File: src/hw/rtl/lru_block_buffer_cache_defines.svh
// ----------------------------------------------------------------------------
// lru_block_buffer_cache_defines
// Assertion macros for the LRU block buffer cache, empty for synthesis.
// ----------------------------------------------------------------------------
`ifndef LRU_BLOCK_BUFFER_CACHE_DEFINES_SVH
`define LRU_BLOCK_BUFFER_CACHE_DEFINES_SVH
`ifndef SYNTHESIS
`define LBC_ASSERT(label, clk, rstn, prop, msg) \
    label: assert property (@(posedge clk) disable iff (!rstn) prop) else $error(msg);
`define LBC_ASSERT_ALWAYS(label, clk, prop, msg) \
    label: assert property (@(posedge clk) prop) else $error(msg);
`else
`define LBC_ASSERT(label, clk, rstn, prop, msg)
`define LBC_ASSERT_ALWAYS(label, clk, prop, msg)
`endif
`endif

File: src/hw/rtl/lbc_pkg.sv
// ----------------------------------------------------------------------------
// lbc_pkg
// Types, constants and command structs for the LRU block buffer cache.
// ----------------------------------------------------------------------------
`default_nettype none
package lbc_pkg;
    localparam int ENTRIES  = 32;
    localparam int REF_MAX  = 63;
    localparam int IDX_W    = $clog2(ENTRIES);
    localparam int RANK_W   = $clog2(ENTRIES);
    localparam int CNT_W    = $clog2(REF_MAX + 1);
    localparam int SLOT_W   = 5;

    typedef enum logic [1:0] {
        MODE_GET     = 2'd0,
        MODE_WRITE   = 2'd1,
        MODE_RELEASE = 2'd2,
        MODE_DONE    = 2'd3
    } mode_t;

    typedef enum logic [1:0] {
        ST_OK      = 2'd0,
        ST_NO_BUF  = 2'd1,
        ST_NOT_HELD = 2'd2,
        ST_CNT_FULL = 2'd3
    } status_t;

    typedef struct packed {
        logic [1:0]  mode;
        logic [7:0]  device;
        logic [31:0] block_number;
        logic [4:0]  slot;
    } in_item_t;

    typedef struct packed {
        logic [4:0] entry;
        logic       hit;
        logic       need_read;
        logic       need_write;
        logic [1:0] status;
    } out_item_t;

    typedef enum logic [1:0] {
        S_IDLE,
        S_EXEC,
        S_OUT
    } ctrl_state_t;

    // controller -> datapath
    typedef struct packed {
        logic load;     // capture input item
        logic exec;     // decide and update state
    } lbc_cmd_t;

    // datapath -> controller
    typedef struct packed {
        logic dummy_ok;
    } lbc_sts_t;
endpackage
`default_nettype wire

File: src/hw/rtl/lbc_ctrl.sv
// ----------------------------------------------------------------------------
// lbc_ctrl
// Handshake sequencer: accept, execute, present result.
// ----------------------------------------------------------------------------
`default_nettype none
`include "lru_block_buffer_cache_defines.svh"
module lbc_ctrl (
    input  wire logic              aclk,
    input  wire logic              aresetn,
    input  wire logic              s_valid,
    output logic                   s_ready,
    output logic                   m_valid,
    input  wire logic              m_ready,
    input  wire lbc_pkg::lbc_sts_t sts,
    output lbc_pkg::lbc_cmd_t      cmd
);
    import lbc_pkg::*;

    ctrl_state_t state_reg, state_next;
    logic        unused_sts;
    assign unused_sts = sts.dummy_ok;

    always_ff @(posedge aclk) begin
        if (!aresetn) state_reg <= S_IDLE;
        else          state_reg <= state_next;
    end

    // next state: the next item may load in the same cycle the waiting result is taken
    always_comb begin
        state_next = state_reg;
        cmd        = '0;
        s_ready    = 1'b0;
        m_valid    = 1'b0;
        case (state_reg)
            S_IDLE: begin
                s_ready = 1'b1;
                if (s_valid) begin
                    cmd.load   = 1'b1;
                    state_next = S_EXEC;
                end
            end
            S_EXEC: begin
                cmd.exec   = 1'b1;
                state_next = S_OUT;
            end
            S_OUT: begin
                m_valid = 1'b1;
                s_ready = m_ready;
                if (m_ready) begin
                    if (s_valid) begin
                        cmd.load   = 1'b1;
                        state_next = S_EXEC;
                    end else begin
                        state_next = S_IDLE;
                    end
                end
            end
            default: state_next = S_IDLE;
        endcase
    end

    `LBC_ASSERT(a_exec_after_load, aclk, aresetn, cmd.load |=> cmd.exec, "exec missing")
    `LBC_ASSERT(a_out_after_exec, aclk, aresetn, cmd.exec |=> m_valid, "result missing")
    `LBC_ASSERT(a_hold, aclk, aresetn, (m_valid && !m_ready) |=> m_valid, "result dropped")
endmodule
`default_nettype wire

File: config.mk
export PLATFORM = sky130hd
export DESIGN_NAME = lbc_ctrl
export DESIGN_NICKNAME = d
export VERILOG_FILES = /design/src/hw/rtl/lbc_pkg.sv /design/src/hw/rtl/lbc_ctrl.sv
export VERILOG_INCLUDE_DIRS = /design/src /design/src/hw/rtl
export SDC_FILE = /design/constraint.sdc
export NUM_CORES = 1
export LEC_CHECK = 0
export BUFFER_PORTS_ARGS = -buffer_cell sky130_fd_sc_hd__buf_2
export CAP_MARGIN = 0
export CELL_PAD_IN_SITES_DETAIL_PLACEMENT = 0
export CELL_PAD_IN_SITES_GLOBAL_PLACEMENT = 1
export CORE_AREA = 8 8 45 47
export DETAILED_ROUTE_END_ITERATION = 8
export DIE_AREA = 0 0 53 55
export PLACE_DENSITY_LB_ADDON = 0.1
export SLEW_MARGIN = 20
export SYNTH_ARGS = -nofsm -noshare
export SYNTH_HDL_FRONTEND = slang
export SYNTH_SLANG_ARGS = --single-unit
File: constraint.sdc
create_clock -name aclk -period 2 [get_ports aclk]
set_input_delay 0.3 -clock aclk [delete_from_list [all_inputs] [get_ports aclk]]
set_output_delay 0.3 -clock aclk [all_outputs]
set_load 0.02 [all_outputs]
==> parameters.txt <==
Parameter                              Value

Timing
  Achievable frequency    766 MHz
  Worst slew margin relative to its limit    slightly below 90%
  Time the final worst path needs with I/O delays and setup    1310 ps
  Unrepaired setup endpoints after global routing    no
  Period Utilization, post-route    about 65%
  Setup violation total in the final timing report    0
  Setup skew after layout    3.76 ps
  Setup tns final    0 ps
  Final Slew Violations    0
  Hold Fails Final Rpt    0
  Worst Tran Pin Value    197 ps

Global routing
  First-pass GRT wire length    496 um
  Vias in the first global route    124
  Aggregate global routing overflow    0
  Largest net degree at the start of global routing    7
  Initial antenna violation count    0
  GRT Resource Usage Total    approximately 2.6%

Critical path
  Slowest stage cell on the critical path    sky130_fd_sc_hd__dfxtp_1
  Critical Path Start Type    register
  Required time at the endpoint of the critical path    1700 ps
  Launch point of the worst path    state_reg[1]
  Critical Path Fanout Max    4
  Type of the setup path with the least slack    reg2out
  Arrival @ worst endpoint    1010 ps
  Reg-to-Reg Start    state_reg[0]
  Setup crit end kind    primary output
  FF-to-FF setup slack    1180 ps
  Cells on worst reg2reg path    2
  Max incr delay on CP    310 ps
  Worst r2r dst    state_reg[1]
  Cells traversed along the worst timing path    nor2b_4 > nor3b_1 > buf_2

Drt
  Remaining number of nets flagged by the antenna check after routing    0
  Number of remaining DRC errors    0
  Routed length per placed instance    8.44 um
  Avg Vias per Cell    slightly below 3
  DRT iter0 DRCs    0
  Number of iterations in the first detailed-routing pass    1
  Total Wirelength    just over 300 um
  Total via count in the routed design    between 100 and 150

Pwr
  Static leakage    0.0834 nW
  Power Density    852 nW/um2
  Peak supply drop    0.000304 V
  PnR Total Power    ~160 uW

Clocking
  Buffers inserted during post-CTS setup optimization    0
  Number of instances resized during post-cts repair    0
  Clk sinks    2
  Register clock-pin slew on the reported worst setup and hold paths    30 ps
  Skew-Pair Late Insertion Delay    220 ps
  Clock buffer count from CTS    3
  Number of H-tree levels    1
  Bufs on Longest Clock Path    2
  Number of hold-repair buffers added at the cts stage    0
  CTS Root Cell    sky130_fd_sc_hd__clkbuf_4
  TritonCTS clock tree    built

Cells and area
  Final-layout fill cell count    166
  Leading cell types in the layout, fill and taps excluded    sky130_fd_sc_hd__buf_2 (7), sky130_fd_sc_hd__clkbuf_4 (3), sky130_fd_sc_hd__nor3b_1 (2), sky130_fd_sc_hd__dfxtp_1 (2)
  Post-layout net count    27
  Diodes inserted    0
  Fraction of final layout cells with drive strength greater than 1    60.0%
  Most common library cell in the layout ignoring fill and taps    sky130_fd_sc_hd__buf_2
  Max FFs per register    2
  P&R area growth vs syn    59.6%

Logic synthesis
  Number of register bits inferred by synthesis    2
  Cell count after synthesis    11
  Synthesized net count    16
  Synthesized area divided by synthesized cell count    10.7 um2
  Ys Warns    0
  Count of different cell masters after synthesis    9
  Synthesized cell area    118 um2
  Sequential fraction of the synthesis area    34.0%

Hold path
  HP Class    in2reg
  Endpoint of the worst hold-timing path    state_reg[1]
  Startpoint of the worst hold path    aresetn
  Hold Crit Depth    2

Placement
  Placer Congestion    a little under 0.6
  Detailed placer's ending HPWL    approximately 260 um
  Quantity of I/O buffers inserted on ports    7

Floorplan
  Chip Height    about 55 um
  Initial standard-cell utilization of the core    8.50%
  Width of the die    between 50 and 60 um
  Die Footprint    2920 um2
  FP Rows    14
  I/O pin count    9
  Placeable Area    1380 um2

Outcome
  Status    completed

Flow run
  Max Cap Viol    0
-- stage by stage --
stage | hold slack [ps] | cell area, um2 | std cells | utilization, % | worst slack, ps
floorplan | 418 | 118 | 11 | - | 753
global placement | 530 | 165 | 33 | 11.9 | 887
detailed placement | 532 | 165 | 33 | 11.9 | 893
CTS | 296 | 188 | 36 | 13.6 | 674
global route | 319 | 188 | 36 | 13.6 | 642
finish | 300 | 188 | 36 | 13.6 | 695
-- cell families (layout without fill, tap and decap cells) --
| family | Yosys count | after routing | share of synthesized area (%) |
|---|---|---|---|
| and+or+nand+nor | 7 | 7 | 53.2 |
| DFF | 2 | 2 | 34.0 |
| AOI/OAI and AO/OA | 1 | 1 | 6.39 |
| buffers and inverters | 1 | 10 | 6.39 |
-- final cells by class --
cell class                      count  area, um2  share of cell area (%)
Multi-Input combinational cell      8       70.1                    37.3
Tap cell                           16       20.0                    10.7
Timing Repair Buffer                7       35.0                    18.7
Clock buffer                        3       22.5                    12.0
Sequential cell                     2       40.0                    21.3
-- synthesized netlist by cell type, drive strengths merged --
cell | count | share of area [%]
buf | 1 | 6.4
dfxtp | 2 | 34
and2b | 1 | 6.4
nor3b | 2 | 13
nor2 | 1 | 3.2
nor4bb | 1 | 14
nor2b | 2 | 17
o21a | 1 | 6.4
-- worst max-delay path, delay by kind of cell, from the launching register on --
family                 cells  cell delay [ps]
AND/OR/NAND/NOR            2              280
flip-flops                 1              310
buffers and inverters      1              190
-- per-layer routing --
| layer | up-vias | share of wire [%] | wire, um | track usage, % |
|---|---|---|---|---|
| li1 | 55 | - | - | - |
| met1 | 42 | 50 | 153 | 2.88 |
| met2 | 8 | 32 | 97 | 2.34 |
| met3 | 0 | 17 | 53 | 3.74 |
| met4 | 0 | 0 | 0 | 1.29 |
| met5 | - | 0 | 0 | 0 |
-- power by group --
part / total, mW / switching (mW) / internal, mW
logic: 0.0261 / 0.0137 / 0.0124
clock network: 0.0885 / 0.0224 / 0.0661
registers: 0.0453 / 0.00263 / 0.0426
-- how the worst max path moves through the flow --
stage,depth (start not counted),end
finish,3,cmd[1]
global route,3,cmd[1]
CTS,3,cmd[1]
detailed placement,4,cmd[1]
global placement,4,cmd[1]
floorplan,2,cmd[1]
Power figures use the tool's default switching activity.
